==> config.mk <==
export PLATFORM = sky130hd
export DESIGN_NAME = sacl_ram
export DESIGN_NICKNAME = d
export VERILOG_FILES = /design/src/rtl/sacl_ram.sv
export SDC_FILE = /design/constraint.sdc
export NUM_CORES = 1
export LEC_CHECK = 0
export BUFFER_PORTS_ARGS = -buffer_cell sky130_fd_sc_hd__buf_2
export CAP_MARGIN = 20
export CORE_MARGIN = 2
export CORE_UTILIZATION = 42
export CTS_CLUSTER_DIAMETER = 120
export DETAILED_ROUTE_END_ITERATION = 7
export GPL_TIMING_DRIVEN = 0
export SETUP_SLACK_MARGIN = 0.3
export SLEW_MARGIN = 20
export SYNTH_ARGS = -nofsm -noshare
export SYNTH_HDL_FRONTEND = slang
export SYNTH_SLANG_ARGS = --single-unit
==> constraint.sdc <==
create_clock -name clock -period 4.27 [get_ports clock]
set_clock_uncertainty 0.2 [all_clocks]
set_input_delay 0.854 -clock clock [delete_from_list [all_inputs] [get_ports clock]]
set_output_delay 0.854 -clock clock [all_outputs]
set_load 0.02 [all_outputs]
==> src/rtl/sacl_ram.sv <==
module sacl_ram #(
   parameter int unsigned WIDTH = 8,
   parameter int unsigned DEPTH = 16
) (
   input  logic                     clock,
   input  logic                     wr_en,
   input  logic [$clog2(DEPTH)-1:0] wr_addr,
   input  logic [WIDTH-1:0]         wr_data,
   input  logic                     rd_en,
   input  logic [$clog2(DEPTH)-1:0] rd_addr,
   output logic [WIDTH-1:0]         rd_data
);

   logic [WIDTH-1:0] mem_ff [DEPTH];
   logic [WIDTH-1:0] rd_data_ff;

   always_ff @(posedge clock) begin
      if (wr_en) begin
         mem_ff[wr_addr] <= wr_data;
      end
      if (rd_en) begin
         rd_data_ff <= mem_ff[rd_addr];
      end
   end

   assign rd_data = rd_data_ff;

endmodule

# == Word level (Yosys, flattened, before mapping) ==
# Memory sizes are Yosys's and may differ from the RTL's. A register that Yosys moved wholly into a read port is not among the register bits.
# Index checks and enable logic that the tools add are counted.
# totals
n_memories,1
regBits,0
input_bits,19
wordCells,3
ramBits,128
# classes
muxes,2
# mem_list
memory,depth,word_bits,read_ports,rd_clocked_by_memory_dff,wr,line_no,rtl
mem_ff,16,8,1,1,1,14,logic [WIDTH-1:0] mem_ff [DEPTH];
# op_table
cell,count
$mux W1,2

# == Depth between registers and ports, before layout ==
# Gate-level depths: netlist of the first run.
# depth
depth_word,2
mapped_depth,5
mapped_depth_nobuf,3

# == Worst setup path after synthesis of the first run ==
# No wires, ideal clock.
# synth_timing
path_kind,in2reg
from,input port wr_addr[2]
to,"memory mem_ff[0][0], enable pin"
slack_ns,1.723
setup_ns,0.383
t_arrival_ns,1.964
required_time_ns,3.687
cell_stages,2
cell_sequence,or3b_2 -> nor3_1
# synth_lines
element,line_no,rtl
"start, declared",7,"input logic [$clog2(DEPTH)-1:0] wr_addr,"
"end, declared",14,
# No word-level cell before the write port.

# == Worst setup path after layout of the first run ==
# layout_timing
from,input port wr_addr[2]
to,"memory mem_ff[3][2], enable pin"
# No word-level cell before the write port.

==> results.py, run 1 <==
metrics = {
    "clocking": {
        "post_cts_buffers": 0,
        "postCtsHoldBufs": 0,
        "cts_made_buffers": 17,
        "cts_sinks": 136,
        "cts.root.buffer_cell": "clkbuf_16",
        "htreeDepth": 4,
        "cts_resized": 0,
        "cts.path.max_buffers": 2,
        "insertion_delay_ns": 0.42,
        "cts_tree": "done",
        "clk_pin_slew_ns": 0.05,
    },
    "route": {
        "avgRoutedWirePerCell_um": 22.1,
        "dr.first_iter.drc_count": 159,
        "drt_wl_total_mm": 10.0,
        "antenna_left": 0,
        "vias_per_cell": 5.31,
        "route.detailed.drc": 0,
        "vias": 2410,
        "drtPass1Iterations": 5,
    },
    "logic_synthesis": {
        "synth_seq_cells": 136,
        "synth_area_leaders": "edfxtp_1, mux4_2, mux4_1",
        "yosys.cell_types.count": 18,
        "syn-cell-area_um2": 5230,
        "synth_warnings": 0,
        "syn_nets": 248,
        "synth_top_area_cell": "edfxtp_1",
        "synthCells": 229,
        "syn_avg_cell_area_um2": 22.8,
        "seq_area_frac_synth": 0.781,
        "synth.top_cell.area_share": 0.781,
    },
    "grt": {
        "grt_max_degree": 17,
        "grt_pass1_vias": 2436,
        "grt_antenna_before_repair": 0,
        "gr-total-overflow": 0,
        "grt_usage": 0.167,
        "grt_pass1_wl_mm": 15.0,
    },
    "status": {
        "status": "finished, final reports clean",
    },
    "floorplanning": {
        "pin_count": 27,
        "initial_core_util": 0.433,
        "dieHeight_um": 116,
        "die_area_um2": 13400,
        "fp.dieW_um": 116,
        "rows": 40,
        "fp.coreArea_um2": 12100,
    },
    "critical_path": {
        "cp-startpoint": "wr_addr[2]",
        "regToRegStartpoint": "mem_ff[1][1]",
        "path_class": "input pin to flop",
        "startpoint_type": "input pin",
        "cp.arrival_ns": 2.14,
        "path_max_fanout": 8,
        "crit_path_end_kind": "flop",
        "cp.required_ns": 4.11,
    },
    "power": {
        "peakVddDrop_mv": 0.362,
        "pwr-share-clk": 0.461,
        "pwr-share-seq": 0.491,
        "combPwrFrac": 0.049,
        "p_leak_nw": 2.03,
        "power.internal_mw": 2.47,
        "p_sw_frac": 0.197,
        "p_sw_uw": 607,
        "pwr_density_cell_nw_per_um2": 500,
    },
    "layout": {
        "multi_input_area_um2": 1080,
        "seq_area_um2": 4080,
        "area_growth_pct": 17.7,
        "antenna_cells": 0,
        "final_layout_size_suffix_gt1_frac": 0.290,
        "final_util": 0.510,
        "layout.nets": 292,
        "fill_cells": 949,
    },
    "sta": {
        "rsz0062_at_grt": "no",
        "drv_slew": 0,
        "min_period_over_period": 0.538,
        "worstMarginPinSlew_ns": 0.808,
        "period_needed_ns": 2.30,
        "fmax_ghz": 0.435,
        "hold_viol": 0,
        "tns_ns": 0,
        "maxSlewHeadroom": 0.460,
        "setup_viol": 0,
    },
    "hold_path": {
        "worstHoldStart": "mem_ff[14][1]",
        "holdCritPathClass": "flop to flop",
    },
    "placement": {
        "port_buffers": 25,
        "gp_congestion": 0.774,
        "dp_hpwl_mm": 6.36,
    },
    "run": {
        "maxCapViolations": 0,
    },
}
## kinds of logic after synthesis
family | share of synthesized area
AND/OR/NAND/NOR | 0.0314
multiplexers | 0.148
buffers and inverters | 0.0165
flip-flops | 0.781
AO/OA/AOI/OAI | 0.0230
## area by class of cell
| class | instances | share of cell area |
|---|---|---|
| repair buffers | 25 | 0.0203 |
| well taps | 168 | 0.0342 |
| flip-flops and latches | 136 | 0.664 |
| clock inverters | 10 | 0.0207 |
| clock buffers | 22 | 0.0722 |
| multi-input cells | 83 | 0.175 |
| plain buffers | 10 | 0.0140 |
## cell usage after synthesis
cell type,instances
edfxtp_1,136
mux4_2,18
a22oi_1,16
mux4_1,14
nor2_1,13
nand2_1,9
nor3_1,4
buf_2,3
buf_6,3
clkdlybuf4s25_2,3
nand2b_1,2
nand3b_1,2
and2_1,1
and2b_1,1
buf_4,1
nand3_1,1
nor2b_1,1
or3b_2,1
## layer usage
layer	global-route usage	vias to the layer above	part of all wire
li1	-	1073	-
met1	0.233	1247	0.45
met2	0.240	73	0.47
met3	0.0533	17	0.062
met4	0.0787	0	0.019
met5	0	-	0
## final timing paths
check	cells past startpoint	slack (ns)	end
worst max-delay path	3	1.97	mem_ff[3][2]
worst min-delay path	3	0.56	rd_data[1]
worst min register to register	3	0.56	rd_data[1]
worst max register to register	3	2.41	rd_data[1]
## stage by stage
step	worst slack [ns]	total power [mW]	cell area [um2]	std cells	hold slack [ns]
2_1_floorplan	1.72	1.62	5230	229	0.505
3_3_place_gp	1.17	1.69	5560	422	0.544
3_5_place_dp	1.52	1.69	5580	422	0.560
4_1_cts	1.96	3.10	6150	454	0.563
5_1_grt	1.91	3.18	6150	454	0.570
6_report	1.97	3.08	6150	454	0.563
## state kept, by name (all words and copies together), names as in the netlist
name     flops
mem_ff     128
rd_data      8
## power groups by stage
stage                     sequential, mW  clock [mW]  combinational, mW
after floorplan                     1.55           0             0.0759
after detailed placement            1.54           0              0.153
after CTS                           1.51        1.44              0.153
after global routing                1.51        1.51              0.162
after global placement              1.54           0              0.149
final                               1.51        1.42              0.150
## layout by cell type (no fill, tap or decap)
| cell type | Yosys | final |
|---|---|---|
| mux4_2 | 18 | 18 |
| a22oi_1 | 16 | 16 |
| clkbuf_1 | 0 | 5 |
| clkinv_1 | 0 | 2 |
| bufinv_16 | 0 | 3 |
| nor2_1 | 13 | 13 |
| buf_2 | 3 | 28 |
| and2_1 | 1 | 1 |
| edfxtp_1 | 136 | 136 |
| clkinv_2 | 0 | 3 |
| nand3b_1 | 2 | 2 |
| nand3_1 | 1 | 1 |
| nor3_2 | 0 | 4 |
| clkdlybuf4s25_2 | 3 | 3 |
| nand2_1 | 9 | 9 |
| or3b_2 | 1 | 1 |
| buf_6 | 3 | 3 |
| mux4_1 | 14 | 14 |
| clkbuf_16 | 0 | 17 |
| clkinvlp_4 | 0 | 2 |
| and2b_1 | 1 | 1 |
| nand2b_1 | 2 | 2 |
| buf_4 | 1 | 1 |
| nor2b_1 | 1 | 1 |
## critical path: stages
cell    delay, ns
buf_2        0.12
or3b_2       0.53
nor2_1       0.64
Power figures use the tool's default switching activity.
==> run 2, diff against run 1 <==
--- a/config.mk
+++ b/config.mk
@@ -5,6 +5,7 @@
 export SDC_FILE = /design/constraint.sdc
 export NUM_CORES = 1
 export LEC_CHECK = 0
+export ABC_AREA = 1
 export BUFFER_PORTS_ARGS = -buffer_cell sky130_fd_sc_hd__buf_2
 export CAP_MARGIN = 20
 export CORE_MARGIN = 2
==> constraint.sdc (replaced) <==
create_clock -name clock -period 2 [get_ports clock]
set_clock_uncertainty 0.2 [all_clocks]
set_input_delay 0.4 -clock clock [delete_from_list [all_inputs] [get_ports clock]]
set_output_delay 0.4 -clock clock [all_outputs]
set_load 0.02 [all_outputs]
==> results.py, run 2 <==
metrics = {
    "clocking": {
        "clk_pin_slew_ns": 0.06,
        "cts_sinks": 136,
        "post_cts_buffers": 0,
        "cts_tree": "done",
        "cts.root.buffer_cell": "clkbuf_16",
        "cts_made_buffers": 17,
        "htreeDepth": 4,
        "cts.path.max_buffers": 2,
        "insertion_delay_ns": 0.42,
    },
    "power": {
        "p_leak_nw": 2.93,
        "pwr_density_cell_nw_per_um2": 1030,
        "power.total_mw": 7.00,
        "peakVddDrop_mv": 0.629,
    },
    "placement": {
        "place_ws_ns": -0.134,
        "dp_hpwl_mm": 9.32,
        "port_buffers": 23,
        "dp_cells": 754,
        "placed_area_um2": 6190,
        "gp_congestion": 0.885,
    },
    "sta": {
        "maxSlewHeadroom": 0.386,
        "period_needed_ns": 1.69,
        "tns_ns": 0,
        "setup_ws_ns": 0.307,
        "hold_viol": 0,
        "rsz0062_at_grt": "yes",
        "fmax_ghz": 0.591,
        "holdWs_ns": 0.115,
        "worstMarginPinSlew_ns": 0.918,
        "setup_viol": 0,
        "drv_slew": 0,
        "min_period_over_period": 0.847,
    },
    "logic_synthesis": {
        "yosys.cell_types.count": 11,
        "synth_area_leaders": "edfxtp_1, nand2_1, nand3_1",
        "netlist_top_cells_count": "nand2_1, edfxtp_1, inv_1",
        "syn_avg_cell_area_um2": 10.6,
        "synth.top_cell.area_share": 0.698,
        "synth_warnings": 0,
        "synth-main-ff-cell": "edfxtp_1",
        "synth_top_area_cell": "edfxtp_1",
        "synth_edf_count": 136,
        "syn-cell-area_um2": 5850,
        "synth_seq_cells": 136,
        "synth.most_common_cell": "nand2_1",
        "synthArstFlopShare": 0,
        "syn_nets": 570,
        "seq_area_frac_synth": 0.698,
        "synthCells": 551,
    },
    "layout": {
        "finalNonFillerCells": 784,
        "final_layout_size_suffix_gt1_frac": 0.129,
        "layout.nets": 612,
        "seq_area_um2": 4080,
        "final_util": 0.497,
        "stdcell_area_um2": 6820,
        "layout_common_cells": "nand2_1, edfxtp_1, inv_1",
        "fill_cells": 1251,
        "multi_input_area_um2": 1220,
        "final_common_cell": "nand2_1",
        "antenna_cells": 0,
        "area_growth_pct": 16.6,
        "top_register": "mem_ff",
        "largest_reg_flops": 128,
    },
    "route": {
        "antenna_left": 0,
        "vias_per_cell": 4.96,
        "avgRoutedWirePerCell_um": 18.2,
        "dr.first_iter.drc_count": 515,
        "drt_wl_total_mm": 14.3,
        "vias": 3890,
        "drtPass1Iterations": 8,
        "route.detailed.drc": 0,
    },
    "floorplanning": {
        "rows": 43,
        "dieHeight_um": 122,
        "fp.coreArea_um2": 13700,
        "pin_count": 27,
        "initial_core_util": 0.426,
        "die_area_um2": 14900,
        "fp.dieW_um": 122,
    },
    "grt": {
        "grt_pass1_wl_mm": 21.7,
        "grt_antenna_before_repair": 0,
        "gr-total-overflow": 0,
        "grt_max_degree": 17,
        "grt_pass1_vias": 3689,
        "grt_usage": 0.205,
    },
    "status": {
        "status": "finished, final reports clean",
    },
    "critical_path": {
        "startpoint_type": "input pin",
        "crit_path_end_kind": "flop",
        "path_class": "input pin to flop",
        "cp.arrival_ns": 1.52,
        "cp.required_ns": 1.83,
        "path_max_fanout": 8,
    },
    "hold_path": {
        "holdCritPathClass": "input pin to flop",
    },
    "run": {
        "maxCapViolations": 0,
    },
}
-- run 2: changes by cell type after synthesis, moves of 10 or more --
| cell | delta |
|---|---|
| nand3_1 | +96 |
| inv_1 | +100 |
| buf_2 | +10 |
| mux4_2 | -18 |
| nand2_1 | +164 |
| a22oi_1 | -16 |
| mux4_1 | -14 |
-- run 2: final cells by class --
| class | instances | area share |
|---|---|---|
| Timing Repair Buffer | 23 | 0.0169 |
| Multi-Input combinational cell | 289 | 0.178 |
| Inverter | 102 | 0.0561 |
| Tap cell | 180 | 0.0330 |
| Sequential cell | 136 | 0.599 |
| Buffer | 24 | 0.0244 |
| Clock buffer | 17 | 0.0624 |
| Clock inverter | 13 | 0.0301 |
-- run 2: repair_timing --
action,4_1_cts,5_1_grt
hold buffers,0,0
setup endpoints to repair,0,24
gates resized for setup,0,1
-- run 2: logic make-up after synthesis --
family                 Yosys count  share of synthesized area
AND/OR/NAND/NOR                289                      0.208
buffers and inverters          126                     0.0939
flip-flops                     136                      0.698
-- run 2: layer usage --
layer / up-vias / wire [um] / track usage
met4: 0 / 295 / 0.0711
met3: 17 / 1180 / 0.0403
met5: - / 0 / 0
met2: 162 / 6700 / 0.321
li1: 1867 / - / -
met1: 1844 / 6120 / 0.288
-- run 2: power by group --
part | internal (mW) | total (mW) | leakage (nW) | switching (mW)
Combinational | 0.120 | 0.432 | 1.39 | 0.312
Clock | 2.19 | 3.34 | 0.302 | 1.15
Sequential | 3.21 | 3.23 | 1.24 | 0.0146
-- run 2: final timing paths --
check / from / endpoint / slack [ns] / cells past startpoint
worst min register to register: mem_ff[4][6] / rd_data[6] / 0.61 / 6
worst min-delay path: rd_en / rd_data[7] / 0.12 / 1
worst max-delay path: wr_addr[3] / mem_ff[5][2] / 0.31 / 3
worst max register to register: mem_ff[8][5] / rd_data[5] / 0.57 / 6
-- run 2: worst max-delay path: stages --
cell      delay [ns]
buf_2           0.12
nand3b_1        0.25
nor2_1          0.75
==> run 3, diff against run 2 <==
==> constraint.sdc (replaced) <==
create_clock -name clock -period 1.4 [get_ports clock]
set_clock_uncertainty 0.2 [all_clocks]
set_input_delay 0.28 -clock clock [delete_from_list [all_inputs] [get_ports clock]]
set_output_delay 0.28 -clock clock [all_outputs]
set_load 0.02 [all_outputs]
==> results.py, run 3 (synthesis gave the netlist of run 2 again) <==
metrics = {
    "status": {
        "status": "finished with violations",
        "violations": "negative setup slack",
    },
    "critical_path": {
        "slowest_stage": "edfxtp_1",
        "crit_chain": "buf_6",
        "startpoint_type": "flop",
        "slowest_delay_ns": 0.38,
        "crit_path_end_kind": "output port",
        "cp_top_family": "flip-flops",
        "cp.arrival_ns": 0.94,
        "cp_num_buf_inv": 1,
        "regToRegStartpoint": "mem_ff[10][3]",
        "path_class": "flop to output port",
        "r2r_setup_slack_ns": 0.11,
        "cp.required_ns": 0.92,
        "ff2ff_path_depth": 6,
        "timing.rr.end": "rd_data[3]",
        "path_max_fanout": 1,
    },
    "grt": {
        "grt_max_degree": 17,
        "grt_usage": 0.204,
        "grt_pass1_vias": 3757,
        "gr-total-overflow": 0,
        "grt_antenna_before_repair": 0,
        "grt_pass1_wl_mm": 21.6,
    },
    "floorplanning": {
        "rows": 43,
        "pin_count": 27,
        "fp.coreArea_um2": 13700,
        "die_area_um2": 14900,
        "fp.dieW_um": 122,
        "dieHeight_um": 122,
        "initial_core_util": 0.426,
    },
    "route": {
        "antenna_left": 0,
        "vias": 3923,
        "dr.first_iter.drc_count": 341,
        "drt_wl_total_mm": 14.6,
        "drtPass1Iterations": 5,
        "vias_per_cell": 4.91,
        "avgRoutedWirePerCell_um": 18.3,
        "route.detailed.drc": 0,
    },
    "power": {
        "peakVddDrop_mv": 0.895,
        "power.total_mw": 10.1,
        "pwr_density_cell_nw_per_um2": 1310,
        "p_leak_nw": 3.21,
    },
    "layout": {
        "layout_common_cells": "edfxtp_1, nand2_1, inv_1",
        "final_common_cell": "edfxtp_1",
        "final_util": 0.564,
        "area_growth_pct": 32.3,
        "layout.nets": 625,
        "fill_cells": 1124,
        "top_register": "mem_ff",
        "largest_reg_flops": 128,
        "antenna_cells": 0,
        "final_layout_size_suffix_gt1_frac": 0.363,
    },
    "sta": {
        "rsz0062_at_grt": "yes",
        "holdWs_ns": 0.0914,
        "worstMarginPinSlew_ns": 0.429,
        "tns_ns": -0.0935,
        "period_needed_ns": 1.42,
        "drv_slew": 0,
        "min_period_over_period": 1.01,
        "setup_ws_ns": -0.0177,
        "fmax_ghz": 0.705,
        "maxSlewHeadroom": 0.714,
        "hold_viol": 0,
        "setup_viol": 8,
    },
    "hold_path": {
        "hold_depth": 1,
        "min_to": "mem_ff[7][3]",
        "holdCritPathClass": "input pin to flop",
        "worstHoldStart": "wr_data[3]",
    },
    "clocking": {
        "cts_sinks": 136,
        "clk_pin_slew_ns": 0.06,
        "cts.root.buffer_cell": "clkbuf_16",
        "htreeDepth": 4,
        "cts_tree": "done",
        "cts.path.max_buffers": 2,
        "insertion_delay_ns": 0.42,
        "cts_made_buffers": 17,
    },
    "placement": {
        "dp_hpwl_mm": 9.23,
        "place_ws_ns": -0.467,
        "gp_congestion": 0.831,
        "port_buffers": 23,
    },
    "run": {
        "maxCapViolations": 0,
    },
}
## run 3: routing by layer
layer	track usage	vias to the layer above	wire [um]
li1	-	1899	-
met1	0.282	1888	6540
met2	0.331	118	7070
met3	0.0393	18	806
met4	0.0596	0	211
met5	0	-	0
## run 3: repair_timing
item / CTS / global route
buffers inserted: 8 / 4
hold buffers: 1 / 0
setup endpoints to repair: 80 / 96
pin swaps: 38 / 53
hold endpoints to repair: 8 / 0
resized for setup: 63 / 52
gates cloned: 0 / 0
## run 3: area by class of cell
| type | count | area, um2 | share of cell area |
|---|---|---|---|
| sequential | 136 | 4080 | 0.528 |
| multi-input combinational | 289 | 1830 | 0.236 |
| clock buffer | 17 | 425 | 0.0550 |
| inverter | 102 | 395 | 0.0511 |
| timing repair buffer | 36 | 325 | 0.0421 |
| buffer | 24 | 254 | 0.0328 |
| tap | 180 | 225 | 0.0291 |
| clock inverter | 15 | 200 | 0.0259 |
## run 3: worst max-delay path by stage
stage	startpoint	to	cells past startpoint
floorplan	wr_addr[2]	mem_ff[10][0]	2
global placement	wr_addr[2]	mem_ff[8][1]	3
detailed placement	wr_addr[2]	mem_ff[8][7]	3
CTS	rd_data[6]	rd_data[6]	1
global route	rd_data[1]	rd_data[1]	1
finish	rd_data[6]	rd_data[6]	1
## run 3: where the power goes
part | internal [mW] | total (mW) | switching, mW
clock | 2.98 | 4.69 | 1.71
combinational | 0.286 | 0.844 | 0.558
sequential | 4.59 | 4.61 | 0.0229
## run 3: per-stage QoR
stage / cell area (um2) / std cells
2_1_floorplan: 6110 / 551
3_3_place_gp: 6450 / 754
3_5_place_dp: 6450 / 754
4_1_cts: 7450 / 795
5_1_grt: 7740 / 799
6_report: 7740 / 799
